**config.mk**
```make
export PLATFORM = sky130hd
export DESIGN_NAME = autoincrement_key_generator_core
export DESIGN_NICKNAME = d
export VERILOG_FILES = /design/src/akg_pkg.sv /design/src/akg_rem.sv /design/src/autoincrement_key_generator_core.sv
export SDC_FILE = /design/constraint.sdc
export NUM_CORES = 1
export LEC_CHECK = 0
export BUFFER_PORTS_ARGS = -buffer_cell sky130_fd_sc_hd__buf_2
export CORE_MARGIN = 5
export CORE_UTILIZATION = 40
export CTS_BUF_LIST = sky130_fd_sc_hd__clkbuf_4 sky130_fd_sc_hd__clkbuf_8 sky130_fd_sc_hd__clkbuf_16
export CTS_CLUSTER_DIAMETER = 80
export DETAILED_ROUTE_END_ITERATION = 12
export GPL_TIMING_DRIVEN = 0
export PLACE_DENSITY = 0.62
export SLEW_MARGIN = 20
export SYNTH_ARGS = -nofsm -noshare
export SYNTH_HDL_FRONTEND = slang
export SYNTH_SLANG_ARGS = --single-unit
```
**constraint.sdc**
```tcl
create_clock -name clk -period 6.8 [get_ports clk]
set_input_delay 1.02 -clock clk [delete_from_list [all_inputs] [get_ports clk]]
set_output_delay 1.02 -clock clk [all_outputs]
set_load 0.005 [all_outputs]
```
**src/akg_pkg.sv**
```systemverilog
// shared constants for the auto-increment key generator
// no dependencies; used by akg_rem, autoincrement_key_generator_core and the testbench
package akg_pkg;

    localparam int KEY_W  = 64;
    localparam int STEP_W = 16;
    localparam int CNT_W  = $clog2(KEY_W);

    localparam logic [KEY_W-1:0] KEY_ALL_ONES = {KEY_W{1'b1}};

    // configuration register indexes
    localparam logic REG_START_OFFSET = 1'b0;
    localparam logic REG_STEP_SIZE    = 1'b1;

    // item kinds on the input side
    localparam logic MODE_GENERATE = 1'b0;
    localparam logic MODE_TRACK    = 1'b1;

    // result status codes
    localparam logic STATUS_OK        = 1'b0;
    localparam logic STATUS_EXHAUSTED = 1'b1;

endpackage

```
**src/akg_rem.sv**
```systemverilog
// bit-serial remainder unit: key-wide dividend modulo step-wide divisor
// one dividend bit per cycle, restoring form; depends on akg_pkg
module akg_rem
(
    input  logic                        clk,
    input  logic                        rst_n,
    input  logic                        start,
    input  logic [akg_pkg::KEY_W-1:0]   dividend,
    input  logic [akg_pkg::STEP_W-1:0]  divisor,
    output logic                        done,
    output logic [akg_pkg::STEP_W-1:0]  rem
);

    localparam logic [akg_pkg::CNT_W-1:0] CNT_LAST = akg_pkg::CNT_W'(akg_pkg::KEY_W - 1);

    logic                        busy_reg, busy_next;
    logic                        done_reg, done_next;
    logic [akg_pkg::CNT_W-1:0]   cnt_reg, cnt_next;
    logic [akg_pkg::KEY_W-1:0]   shift_reg, shift_next;
    logic [akg_pkg::STEP_W-1:0]  rem_reg, rem_next;
    logic [akg_pkg::STEP_W-1:0]  div_reg, div_next;

    logic [akg_pkg::STEP_W:0]    trial;
    logic [akg_pkg::STEP_W:0]    trial_sub;
    logic                        trial_ge;

    always_comb
    begin
        trial     = {rem_reg, shift_reg[akg_pkg::KEY_W-1]};
        trial_ge  = trial >= {1'b0, div_reg};
        trial_sub = trial - {1'b0, div_reg};

        busy_next  = busy_reg;
        done_next  = 1'b0;
        cnt_next   = cnt_reg;
        shift_next = shift_reg;
        rem_next   = rem_reg;
        div_next   = div_reg;

        if (start)
        begin
            busy_next  = 1'b1;
            cnt_next   = '0;
            shift_next = dividend;
            rem_next   = '0;
            div_next   = divisor;
        end
        else if (busy_reg)
        begin
            shift_next = {shift_reg[akg_pkg::KEY_W-2:0], 1'b0};
            // partial remainder stays below the divisor, so the difference fits
            rem_next   = trial_ge ? trial_sub[akg_pkg::STEP_W-1:0] : trial[akg_pkg::STEP_W-1:0];
            cnt_next   = cnt_reg + 1'b1;
            if (cnt_reg == CNT_LAST)
            begin
                busy_next = 1'b0;
                done_next = 1'b1;
            end
        end
    end

    always_ff @(posedge clk or negedge rst_n)
    begin
        if (!rst_n)
        begin
            busy_reg <= 1'b0;
            done_reg <= 1'b0;
            cnt_reg  <= '0;
        end
        else
        begin
            busy_reg <= busy_next;
            done_reg <= done_next;
            cnt_reg  <= cnt_next;
        end
    end

    always_ff @(posedge clk)
    begin
        shift_reg <= shift_next;
        rem_reg   <= rem_next;
        div_reg   <= div_next;
    end

    assign done = done_reg;
    assign rem  = rem_reg;

endmodule

```
**src/autoincrement_key_generator_core.sv**
```systemverilog
// generate: an accepted item passes decode, the divide wait and the exhaustion check to the
//   output register, waiting on the bit-serial remainder unit (one dividend bit per cycle)
// one item at a time; track skips divide and check; last key below offset skips the divide
// the output register frees the datapath; a waiting result stalls only the next item's end
// rst_n (async, active low) clears last key to 0, start offset to 0, step size to 1
// top level of the key generator; depends on akg_pkg and akg_rem
module autoincrement_key_generator_core
(
    input  logic                        clk,
    input  logic                        rst_n,
    // configuration write port
    input  logic                        cfg_we,
    input  logic                        cfg_addr,
    input  logic [akg_pkg::KEY_W-1:0]   cfg_wdata,
    // input items
    input  logic                        s_tvalid,
    output logic                        s_tready,
    input  logic [akg_pkg::KEY_W-1:0]   s_tdata,    // tracked_key
    input  logic                        s_tuser,    // mode
    // result items
    output logic                        m_tvalid,
    input  logic                        m_tready,
    output logic [akg_pkg::KEY_W-1:0]   m_tdata,    // new_key
    output logic                        m_tuser     // status
);

    localparam logic [2:0] S_IDLE  = 3'd0;
    localparam logic [2:0] S_START = 3'd1;
    localparam logic [2:0] S_DIV   = 3'd2;
    localparam logic [2:0] S_CHECK = 3'd3;
    localparam logic [2:0] S_OUT   = 3'd4;

    logic [2:0]                  state_reg, state_next;
    logic [akg_pkg::KEY_W-1:0]   offset_reg, offset_next;
    logic [akg_pkg::STEP_W-1:0]  step_reg, step_next;
    logic [akg_pkg::KEY_W-1:0]   last_reg, last_next;
    logic                        mode_reg, mode_next;
    logic [akg_pkg::KEY_W-1:0]   key_reg, key_next;
    logic [akg_pkg::KEY_W-1:0]   cand_reg, cand_next;
    logic                        wrap_reg, wrap_next;
    logic                        status_reg, status_next;
    logic                        m_tvalid_reg, m_tvalid_next;
    logic [akg_pkg::KEY_W-1:0]   m_tdata_reg, m_tdata_next;
    logic                        m_tuser_reg, m_tuser_next;

    logic [akg_pkg::STEP_W-1:0]  step_eff;
    logic                        rem_start;
    logic                        rem_done;
    logic [akg_pkg::STEP_W-1:0]  rem_val;
    logic [akg_pkg::STEP_W:0]    gap;
    logic [akg_pkg::KEY_W:0]     sum;
    logic                        out_free;

    assign step_eff = (step_reg == '0) ? akg_pkg::STEP_W'(1) : step_reg;
    assign gap      = {1'b0, step_eff} - {1'b0, rem_val};
    assign sum      = {1'b0, last_reg} + (akg_pkg::KEY_W+1)'(gap);
    assign out_free = !m_tvalid_reg || m_tready;

    akg_rem u_rem
    (
        .clk      (clk),
        .rst_n    (rst_n),
        .start    (rem_start),
        .dividend (last_reg - offset_reg),
        .divisor  (step_eff),
        .done     (rem_done),
        .rem      (rem_val)
    );

    always_comb
    begin
        state_next    = state_reg;
        offset_next   = offset_reg;
        step_next     = step_reg;
        last_next     = last_reg;
        mode_next     = mode_reg;
        key_next      = key_reg;
        cand_next     = cand_reg;
        wrap_next     = wrap_reg;
        status_next   = status_reg;
        m_tvalid_next = m_tvalid_reg;
        m_tdata_next  = m_tdata_reg;
        m_tuser_next  = m_tuser_reg;
        rem_start     = 1'b0;

        if (cfg_we)
        begin
            case (cfg_addr)
                akg_pkg::REG_START_OFFSET: offset_next = cfg_wdata;
                akg_pkg::REG_STEP_SIZE:    step_next   = cfg_wdata[akg_pkg::STEP_W-1:0];
                default:                   offset_next = offset_reg;
            endcase
        end

        if (m_tvalid_reg && m_tready)
        begin
            m_tvalid_next = 1'b0;
        end

        case (state_reg)
            S_IDLE:
            begin
                if (s_tvalid)
                begin
                    mode_next  = s_tuser;
                    key_next   = s_tdata;
                    state_next = S_START;
                end
            end
            S_START:
            begin
                if (mode_reg == akg_pkg::MODE_TRACK)
                begin
                    cand_next   = (key_reg > last_reg) ? key_reg : last_reg;
                    status_next = akg_pkg::STATUS_OK;
                    state_next  = S_OUT;
                end
                else if (last_reg < offset_reg)
                begin
                    cand_next  = offset_reg;
                    wrap_next  = 1'b0;
                    state_next = S_CHECK;
                end
                else
                begin
                    rem_start  = 1'b1;
                    state_next = S_DIV;
                end
            end
            S_DIV:
            begin
                if (rem_done)
                begin
                    // carry out means the next grid key wrapped below the last key
                    cand_next  = sum[akg_pkg::KEY_W-1:0];
                    wrap_next  = sum[akg_pkg::KEY_W];
                    state_next = S_CHECK;
                end
            end
            S_CHECK:
            begin
                if (wrap_reg || cand_reg == akg_pkg::KEY_ALL_ONES)
                begin
                    status_next = akg_pkg::STATUS_EXHAUSTED;
                    cand_next   = '0;
                end
                else
                begin
                    status_next = akg_pkg::STATUS_OK;
                end
                state_next = S_OUT;
            end
            S_OUT:
            begin
                if (out_free)
                begin
                    m_tvalid_next = 1'b1;
                    m_tdata_next  = cand_reg;
                    m_tuser_next  = status_reg;
                    if (status_reg == akg_pkg::STATUS_OK)
                    begin
                        last_next = cand_reg;
                    end
                    state_next = S_IDLE;
                end
            end
            default:
            begin
                state_next = S_IDLE;
            end
        endcase
    end

    always_ff @(posedge clk or negedge rst_n)
    begin
        if (!rst_n)
        begin
            state_reg    <= S_IDLE;
            offset_reg   <= '0;
            step_reg     <= akg_pkg::STEP_W'(1);
            last_reg     <= '0;
            m_tvalid_reg <= 1'b0;
        end
        else
        begin
            state_reg    <= state_next;
            offset_reg   <= offset_next;
            step_reg     <= step_next;
            last_reg     <= last_next;
            m_tvalid_reg <= m_tvalid_next;
        end
    end

    always_ff @(posedge clk)
    begin
        mode_reg    <= mode_next;
        key_reg     <= key_next;
        cand_reg    <= cand_next;
        wrap_reg    <= wrap_next;
        status_reg  <= status_next;
        m_tdata_reg <= m_tdata_next;
        m_tuser_reg <= m_tuser_next;
    end

    assign s_tready = (state_reg == S_IDLE);
    assign m_tvalid = m_tvalid_reg;
    assign m_tdata  = m_tdata_reg;
    assign m_tuser  = m_tuser_reg;

    // an exhausted result never carries a key
    a_exhausted_zero: assert property (@(posedge clk) disable iff (!rst_n)
        (m_tvalid && m_tuser == akg_pkg::STATUS_EXHAUSTED) |-> m_tdata == '0)
        else $error("exhausted item carries a nonzero key");

    // the last assigned key never moves down
    a_last_monotonic: assert property (@(posedge clk) disable iff (!rst_n)
        1'b1 |=> last_reg >= $past(last_reg))
        else $error("last key decreased");

    // a good result is the new last key
    a_last_follows: assert property (@(posedge clk) disable iff (!rst_n)
        (state_reg == S_OUT && out_free && status_reg == akg_pkg::STATUS_OK)
        |=> (last_reg == m_tdata && m_tvalid))
        else $error("last key does not match delivered key");

    // accepted item always moves to decode
    a_accept_start: assert property (@(posedge clk) disable iff (!rst_n)
        (s_tvalid && s_tready) |=> state_reg == S_START)
        else $error("accepted item not decoded");

    // remainder unit only finishes while waiting on it
    a_rem_done_div: assert property (@(posedge clk) disable iff (!rst_n)
        rem_done |-> state_reg == S_DIV)
        else $error("remainder done outside divide wait");

endmodule

```
Word-level counts from Yosys, hierarchy flattened
Cells that the tools add are included.
{"block": "totals", "register_bits": 448, "word_cells": 98, "out_inout_bits": 67}
{"block": "op_classes", "order_cmp": 3, "eq_ne": 14, "mux": 37, "addsub": 5, "n_reduce_logical": 19, "bitwise": 2}
{"operator": "64-bit 2-to-1 mux", "n": 7}
{"operator": "64-bit one-hot mux with 3 select lines", "n": 1}
{"operator": "64-bit by 17-bit adder with 65-bit output", "n": 1}
{"operator": "64-bit == test (second input constant)", "n": 1}
{"operator": "64-bit > comparator", "n": 1}
{"operator": "64-bit less-than comparator", "n": 1}
{"operator": "64-bit subtractor", "n": 1}
{"operator": "16-bit 2-to-1 mux", "n": 2}
{"operator": "1-bit 2-to-1 mux", "n": 18}
{"operator": "17-bit by 16-bit greater-or-equal comparator with 1-bit output", "n": 1}
{"operator": "16-bit by 16-bit subtractor with 17-bit output", "n": 1}
{"operator": "16-bit logical NOT", "n": 1}
{"operator": "16-bit subtractor", "n": 1}
{"operator": "3-bit one-hot mux with 5 select lines", "n": 1}
{"operator": "3-bit 2-to-1 mux", "n": 4}
{"operator": "6-bit 2-to-1 mux", "n": 2}
{"operator": "2-bit inequality test (second input constant)", "n": 6}
{"operator": "2-bit AND reduction", "n": 5}
{"operator": "4-bit AND reduction", "n": 2}
{"operator": "6-bit by 1-bit adder with 6-bit output (second input constant)", "n": 1}
{"operator": "3-bit by 2-bit == test with 1-bit output (second input constant)", "n": 2}
{"operator": "6-bit == test (second input constant)", "n": 1}
{"operator": "3-bit AND reduction", "n": 2}
{"operator": "2-bit nonzero test", "n": 3}
{"operator": "other kinds (11)", "n": 14}

Logic depth before layout (Yosys ltp)
Gate-level depths: netlist of run 1.
{"block": "depth", "word_depth": 6, "mapped_depth": 24, "depth_no_buf": 23}

By module
From an unflattened synthesis of run 1, not the netlist that was laid out.
{"block": "hier_totals", "hier_cells": 2502, "hier_area_um2": 26088.8}
{"mod": "autoincrement_key_generator_core", "instances": 1, "cells_each": 2116, "area_each_um2": 21043.9, "seq_area_each_um2": 9590.4}
{"mod": "akg_rem", "instances": 1, "cells_each": 386, "area_each_um2": 5044.8, "seq_area_each_um2": 2922.8}

Worst setup path after synthesis of run 1
No wires, ideal clock.
{"block": "synth_timing", "path_type": "register to register", "startpoint": "reg last_reg[5] (netlist bit)", "endpoint": "reg cand_reg[0] (netlist bit), enable pin", "path_slack_ps": -617, "synth_period_minus_slack_ps": 7417, "path_stages_with_launch": 13, "arrival_time_ps": 6852, "n_path_buf": 1, "cell_sequence": "dfrtp_1 -> ha_1 -> a21o_1 -> a211oi_2 -> a21oi_2 -> a31oi_4 -> o31ai_4 -> a21oi_4 -> o21ai_2 -> a21oi_4 -> inv_2 -> buf_2 -> nor3_1"}
{"block": "synth_via", "elab_chain_len": 3}
{"item": "start, declared", "line": "autoincrement_key_generator_core.sv:36", "text": "logic [akg_pkg::KEY_W-1:0] last_reg, last_next;"}
{"item": "start signal, assigned", "line": "autoincrement_key_generator_core.sv:189", "text": "last_reg <= last_next;"}
{"item": "64-bit less-than comparator", "line": "autoincrement_key_generator_core.sv:118", "text": "else if (last_reg < offset_reg)"}
{"item": "3-bit inequality test (no line)"}
{"item": "4-bit AND reduction (no line)"}
{"item": "end signal, assigned", "line": "autoincrement_key_generator_core.sv:198", "text": "cand_reg <= cand_next;"}
{"item": "end, declared", "line": "autoincrement_key_generator_core.sv:39", "text": "logic [akg_pkg::KEY_W-1:0] cand_reg, cand_next;"}
No other way between the ends.
A chain may end at the register's enable or synchronous reset.

Worst setup path in the final report of run 1
{"block": "layout_timing", "startpoint": "reg step_reg[7] (netlist bit)", "endpoint": "reg cand_reg[51] (netlist bit), data pin"}
{"block": "layout_via", "elab_chain_len": 6}
{"item": "start, declared", "line": "autoincrement_key_generator_core.sv:35", "text": "logic [akg_pkg::STEP_W-1:0] step_reg, step_next;"}
{"item": "start signal, assigned", "line": "autoincrement_key_generator_core.sv:180", "text": "step_reg <= akg_pkg::STEP_W'(1);"}
{"item": "start signal, assigned", "line": "autoincrement_key_generator_core.sv:188", "text": "step_reg <= step_next;"}
{"item": "16-bit logical NOT", "line": "autoincrement_key_generator_core.sv:54", "text": "assign step_eff = (step_reg == '0) ? akg_pkg::STEP_W'(1) : step_reg;"}
{"item": "16-bit 2-to-1 mux *", "line": "autoincrement_key_generator_core.sv:54"}
{"item": "16-bit by 16-bit subtractor with 17-bit output *", "line": "autoincrement_key_generator_core.sv:55", "text": "assign gap = {1'b0, step_eff} - {1'b0, rem_val};"}
{"item": "64-bit by 17-bit adder with 65-bit output *", "line": "autoincrement_key_generator_core.sv:56", "text": "assign sum = {1'b0, last_reg} + (akg_pkg::KEY_W+1)'(gap);"}
{"item": "64-bit 2-to-1 mux *", "line": "autoincrement_key_generator_core.sv:132", "text": "if (rem_done)"}
{"item": "64-bit one-hot mux with 3 select lines *", "line": "autoincrement_key_generator_core.sv:100", "text": "case (state_reg)"}
{"item": "net cand_next, one bit", "line": "autoincrement_key_generator_core.sv:39"}
Mark *: on every way through the listed nets, which the timed path passes. The rest lies on a longest branch. The select of a mux whose other input is x is not followed.

==> impl_metrics.json, run 1 <==
{
  "static-leakage-power_nw": 12.62,
  "die_y_um": 265.4,
  "drt_iter0_markers": 2550,
  "first_pass_iters": 6,
  "clk_latency_ns": 0.61,
  "min_path_type": "input pin to async pin",
  "drc_errors": 0,
  "clkSinkCount": 448,
  "wl_per_cell_um": 24.79,
  "drv_slew": 0,
  "post_cts_buffers": 0,
  "max_freq_mhz": 158.5,
  "slowest_stage": "a21oi_4",
  "die_x_um": 265.4,
  "crit_path_frequent_cell": "o21ai_0",
  "power_density_nw_per_um2": 559.4,
  "fill_cells": 6164,
  "via_count": 21958,
  "via_per_inst": 5.840,
  "syn_nets": 2907,
  "synth_top_area_share_pct": 31.77,
  "hold_ws_ns": 0.3643,
  "path_class": "flip-flop to flip-flop",
  "worst_pin_slew_ns": 1.123,
  "hold_buffers": 0,
  "arrival_ns": 6.62,
  "postSynthAreaPerCell_um2": 10.08,
  "io_pins": 202,
  "synth_cells": 2589,
  "grt_pass1_wl_mm": 137.4,
  "rsz0062_at_grt": "no",
  "hold_viol": 0,
  "initial_core_util_pct": 40.40,
  "cp_max_fo": 11,
  "path_buf_inv": 1,
  "track_usage_pct": 25.46,
  "drive_gt1_share_pct": 13.74,
  "placed_area_um2": 28430,
  "h-tree-depth": 2,
  "critPathTopFamily": "compound AO/OA/AOI/OAI gates",
  "yosysSeqAreaShare_pct": 47.96,
  "synth_ff_type": "edfxtp_1",
  "yosys_warnings": 0,
  "areaGrowthSynthToFinish_pct": 15.56,
  "path_cells": "nor4_1, a41oi_1, ha_1, fa_1, nor2b_1, o21ai_0, a21boi_0, o21ai_0, a21boi_1, o2111ai_1, a31oi_1, a21o_1, a21oi_1, o21a_1, ha_1, nand3_1, o21ai_0, a31oi_2, clkbuf_4, a21oi_4, nand3_1, xnor2_1, o221ai_1",
  "status": "completed",
  "final_nets": 3179,
  "cts_tree": "yes",
  "antenna_found_initial": 2,
  "async_flop_share_pct": 34.82,
  "port_buffers": 201,
  "finalInstanceArea_um2": 30150,
  "postRouteAntennaNets": 0,
  "synth_area_leaders": "edfxtp_1, dfrtp_1, ha_1",
  "synth_edf_count": 276,
  "fp-row-count": 93,
  "finalWorstSetupSlack_ns": 0.4924,
  "maxCapViolCount": 0,
  "hpwl_mm": 71.83,
  "core_area_um2": 64580,
  "dp_slack_ns": 0.03846,
  "yosys.area.top_type": "edfxtp_1",
  "fin_crit_ns": 6.308,
  "first_global_vias": 21726,
  "cp-end-kind": "flip-flop",
  "layout_common_cells": "nand2_1, o21ai_0, edfxtp_1",
  "final_common_cell": "nand2_1",
  "multi_input_area_um2": 12340,
  "clockBufferDepth": 3,
  "grt_max_degree": 87,
  "skew_ns": 0.02490,
  "final_util_pct": 46.68,
  "netlist_area_um2": 26090,
  "post-route-period-util_pct": 92.76,
  "cp-start-kind": "flip-flop",
  "max_slew_margin_pct": 25.11,
  "ys_seq_elements": 448,
  "cts_made_buffers": 51,
  "seq_area_um2": 12510,
  "dieArea_um2": 70430,
  "setup_viol": 0,
  "synth_cell_type_count": 94,
  "routed_wl_mm": 93.23,
  "final.setup.tns_ns": 0,
  "slowest_delay_ns": 0.47,
  "grt-ovfl-total": 0,
  "ir_drop_v": 0.0002219,
  "cts_root_buf": "clkbuf_16",
  "required_ns": 7.11,
  "clkTransAtPathRegs_ns": 0.06,
  "gp_congestion": 0.9603
}
==> through the flow <==
stage          instances  total power [mW]
5_1_grt             3759             17.90
3_5_place_dp        3662             13.83
3_3_place_gp        3645             13.65
4_1_cts             3758             16.67
2_1_floorplan       2589             10.91
6_report            3760             16.87
==> worst paths after layout <==
| path | from | endpoint | slack (ns) | cells past startpoint |
|---|---|---|---|---|
| worst max-delay path | step_reg[7]$_DFFE_PN0P_ | cand_reg[51]$_DFFE_PP_ | 0.49 | 23 |
| worst min-delay path | rst_n | step_reg[7]$_DFFE_PN0P_ | 0.36 | 1 |
| worst max register to register | step_reg[7]$_DFFE_PN0P_ | cand_reg[51]$_DFFE_PP_ | 0.49 | 23 |
| worst min register to register | status_reg$_SDFFCE_PN0P_ | m_tuser$_DFFE_PP_ | 0.48 | 0 |
| max in group asynchronous | rst_n | offset_reg[28]$_DFFE_PN0P_ | 5.46 | 2 |
| min in group clk | status_reg$_SDFFCE_PN0P_ | m_tuser$_DFFE_PP_ | 0.48 | 0 |
==> power by group <==
group          internal (mW)  switching [mW]
combinational           3.42            5.58
sequential              4.17           0.926
clock                   1.59            1.18
total                   9.18            7.68
==> what timing repair did <==
action                     CTS  global route
pin swaps                    0             1
resized for setup            1             9
cloned                       0             1
setup endpoints to repair   10            22
==> area by class of cell <==
class                           count  share of cell area, %
Sequential cell                   448                  41.50
Multi-Input combinational cell   1810                  40.94
Clock buffer                       70                  4.851
Timing Repair Buffer              218                  4.092
Tap cell                          855                  3.548
Inverter                          213                  2.652
Buffer                            119                  1.714
Clock inverter                     26                 0.6848
Antenna cell                        1               0.008300
==> metal layers <==
layer / up-vias / part of all wire [%] / global-route usage, %
met5: - / 0 / 0
met4: 0 / 4.3 / 10.24
met3: 188 / 8.6 / 5.189
met2: 1082 / 44 / 38.45
met1: 10743 / 43 / 36.08
li1: 9945 / - / -
==> cell usage after synthesis (all sizes together) (5+ instances only) <==
master / n
a2111oi: 9
a211oi: 17
a21boi: 9
a21o: 76
a21oi: 125
a22oi: 19
a311oi: 5
a31oi: 17
a41oi: 5
and2: 8
and3: 15
buf: 20
clkbuf: 99
dfrtp: 155
dfxtp: 16
edfxtp: 276
ha: 179
inv: 213
mux2: 21
mux2i: 63
nand2: 311
nand2b: 19
nand3: 46
nand4: 53
nor2: 108
nor2b: 24
nor3: 25
nor3b: 5
nor4: 21
o2111ai: 5
o211ai: 15
o21a: 9
o21ai: 317
o21bai: 17
o221ai: 20
o22ai: 20
o311a: 18
o31ai: 9
or2: 5
or3: 7
xnor2: 102
xor2: 40
==> kinds of logic (layout without fill, tap and decap cells) <==
group / Yosys count / in the layout / share of synthesized area (%)
flops: 448 / 448 / 47.96
other cells: 0 / 1 / 0
fa+ha+maj: 183 / 183 / 8.891
mux: 84 / 84 / 3.323
simple gates: 657 / 657 / 11.83
compound gates: 743 / 744 / 18.20
buf+inv: 332 / 646 / 5.026
xor+xnor: 142 / 142 / 4.767
(Power assumes the default switching activity.)
==> run 2: changes to the inputs <==
- GPL_TIMING_DRIVEN: 0 -> 1
==> impl_metrics.json, run 2 (same netlist as run 1, synthesis figures left out) <==
{
  "status": "completed",
  "postRouteAntennaNets": 0,
  "cts_root_buf": "clkbuf_16",
  "drv_slew": 0,
  "post-route-period-util_pct": 89.64,
  "io_pins": 202,
  "final.setup.tns_ns": 0,
  "hpwl_mm": 62.18,
  "port_buffers": 201,
  "post_cts_buffers": 0,
  "fp-row-count": 93,
  "cp-start-kind": "flip-flop",
  "worst_pin_slew_ns": 1.188,
  "die_x_um": 265.4,
  "grt_max_degree": 91,
  "clkSinkCount": 448,
  "cp-end-kind": "flip-flop",
  "cp_max_fo": 11,
  "num_antenna_cells": 0,
  "hold_viol": 0,
  "areaGrowthSynthToFinish_pct": 13.66,
  "rsz0062_at_grt": "no",
  "arrival_ns": 6.42,
  "maxCapViolCount": 0,
  "fin_crit_ns": 6.096,
  "final_nets": 3069,
  "h-tree-depth": 2,
  "final_common_cell": "nand2_1",
  "max_freq_mhz": 164.1,
  "first_global_vias": 21094,
  "drc_errors": 0,
  "setup_viol": 0,
  "cts_resized": 0,
  "multi_input_area_um2": 12330,
  "hold_buffers": 0,
  "skew_ns": 0.01799,
  "seq_area_um2": 12510,
  "clockBufferDepth": 3,
  "via_count": 21202,
  "grt_pass1_wl_mm": 126.6,
  "wl_per_cell_um": 22.91,
  "initial_core_util_pct": 40.40,
  "grt-ovfl-total": 0,
  "clkTransAtPathRegs_ns": 0.06,
  "power_density_nw_per_um2": 551.2,
  "static-leakage-power_nw": 12.45,
  "required_ns": 7.12,
  "layout_common_cells": "nand2_1, o21ai_0, edfxtp_1",
  "ir_drop_v": 0.0002541,
  "die_y_um": 265.4,
  "path_class": "flip-flop to flip-flop",
  "drive_gt1_share_pct": 14.14,
  "cts_tree": "yes",
  "core_area_um2": 64580,
  "fill_cells": 6133,
  "first_pass_iters": 5,
  "routed_wl_mm": 83.56,
  "max_slew_margin_pct": 20.10,
  "cts_made_buffers": 52,
  "gp_congestion": 0.9433,
  "total_power_mw": 16.35,
  "track_usage_pct": 22.84,
  "drt_iter0_markers": 2150,
  "min_path_type": "input pin to async pin",
  "clk_latency_ns": 0.59,
  "dieArea_um2": 70430,
  "via_per_inst": 5.812,
  "antenna_found_initial": 1
}
-- run 2: path summary, 6_finish.rpt --
kind                       cells after the start                  endpoint  slack [ns]               startpoint
setup / recovery                              23    cand_reg[47]$_DFFE_PP_        0.70  step_reg[7]$_DFFE_PN0P_
hold / removal                                 1   step_reg[7]$_DFFE_PN0P_        0.44                    rst_n
setup reg to reg                              23    cand_reg[47]$_DFFE_PP_        0.70  step_reg[7]$_DFFE_PN0P_
hold reg to reg                                0     m_tdata[22]$_DFFE_PP_        0.49   cand_reg[22]$_DFFE_PP_
max in group asynchronous                      2  last_reg[26]$_DFFE_PN0P_        5.32                    rst_n
min in group clk                               0     m_tdata[22]$_DFFE_PP_        0.49   cand_reg[22]$_DFFE_PP_
-- run 2: routing by layer --
metal	wire, um	global-route usage, %	part of all wire (%)
met1	35270	31.30	42
met2	38230	36.59	46
met3	7094	4.532	8.5
met4	2957	7.636	3.5
met5	13	0	0.016
-- run 2: metrics by stage --
stage	std cells	hold WS [ns]	utilization, %	instance area (um2)	setup WS, ns
6_report	3648	0.4422	45.92	29650	0.7043
5_1_grt	3648	0.5057	45.92	29650	0.3933
2_1_floorplan	2589	0.4271	-	26100	0.7341
4_1_cts	3648	0.4775	45.92	29650	0.8765
3_5_place_dp	3552	0.4715	43.27	27940	0.9087
3_3_place_gp	3552	0.4640	43.27	27940	1.150
-- run 2: area by class of cell --
cell class                      count  share of cell area (%)
Tap cell                          855                   3.607
Clock inverter                     25                  0.7131
Sequential cell                   448                   42.20
Clock buffer                       71                   5.055
Multi-Input combinational cell   1809                   41.58
Timing Repair Buffer              227                   4.156
Inverter                          213                   2.696
-- run 2: critical path: stages, from the launching register on --
cell       delay, ns
dfrtp_1         0.41
nor4_1          0.44
a41oi_1         0.25
ha_1            0.29
fa_1            0.40
nor2b_1         0.13
o21ai_0         0.11
a21boi_0        0.25
o21ai_0         0.13
a21boi_0        0.33
o2111ai_1       0.19
a31oi_1         0.26
a21o_1          0.16
a21oi_1         0.09
o21a_1          0.21
ha_1            0.37
nand3_1         0.13
o21ai_0         0.22
a31oi_1         0.08
buf_4           0.25
a21oi_2         0.54
nand3_1         0.22
xnor2_1         0.23
o22ai_1         0.10
-- run 2: where the power goes --
group          total [mW]  internal, mW  switching (mW)
clock network        2.82          1.63            1.19
registers            5.13          4.19           0.940
logic                8.40          3.30            5.10
total                16.3          9.12            7.23
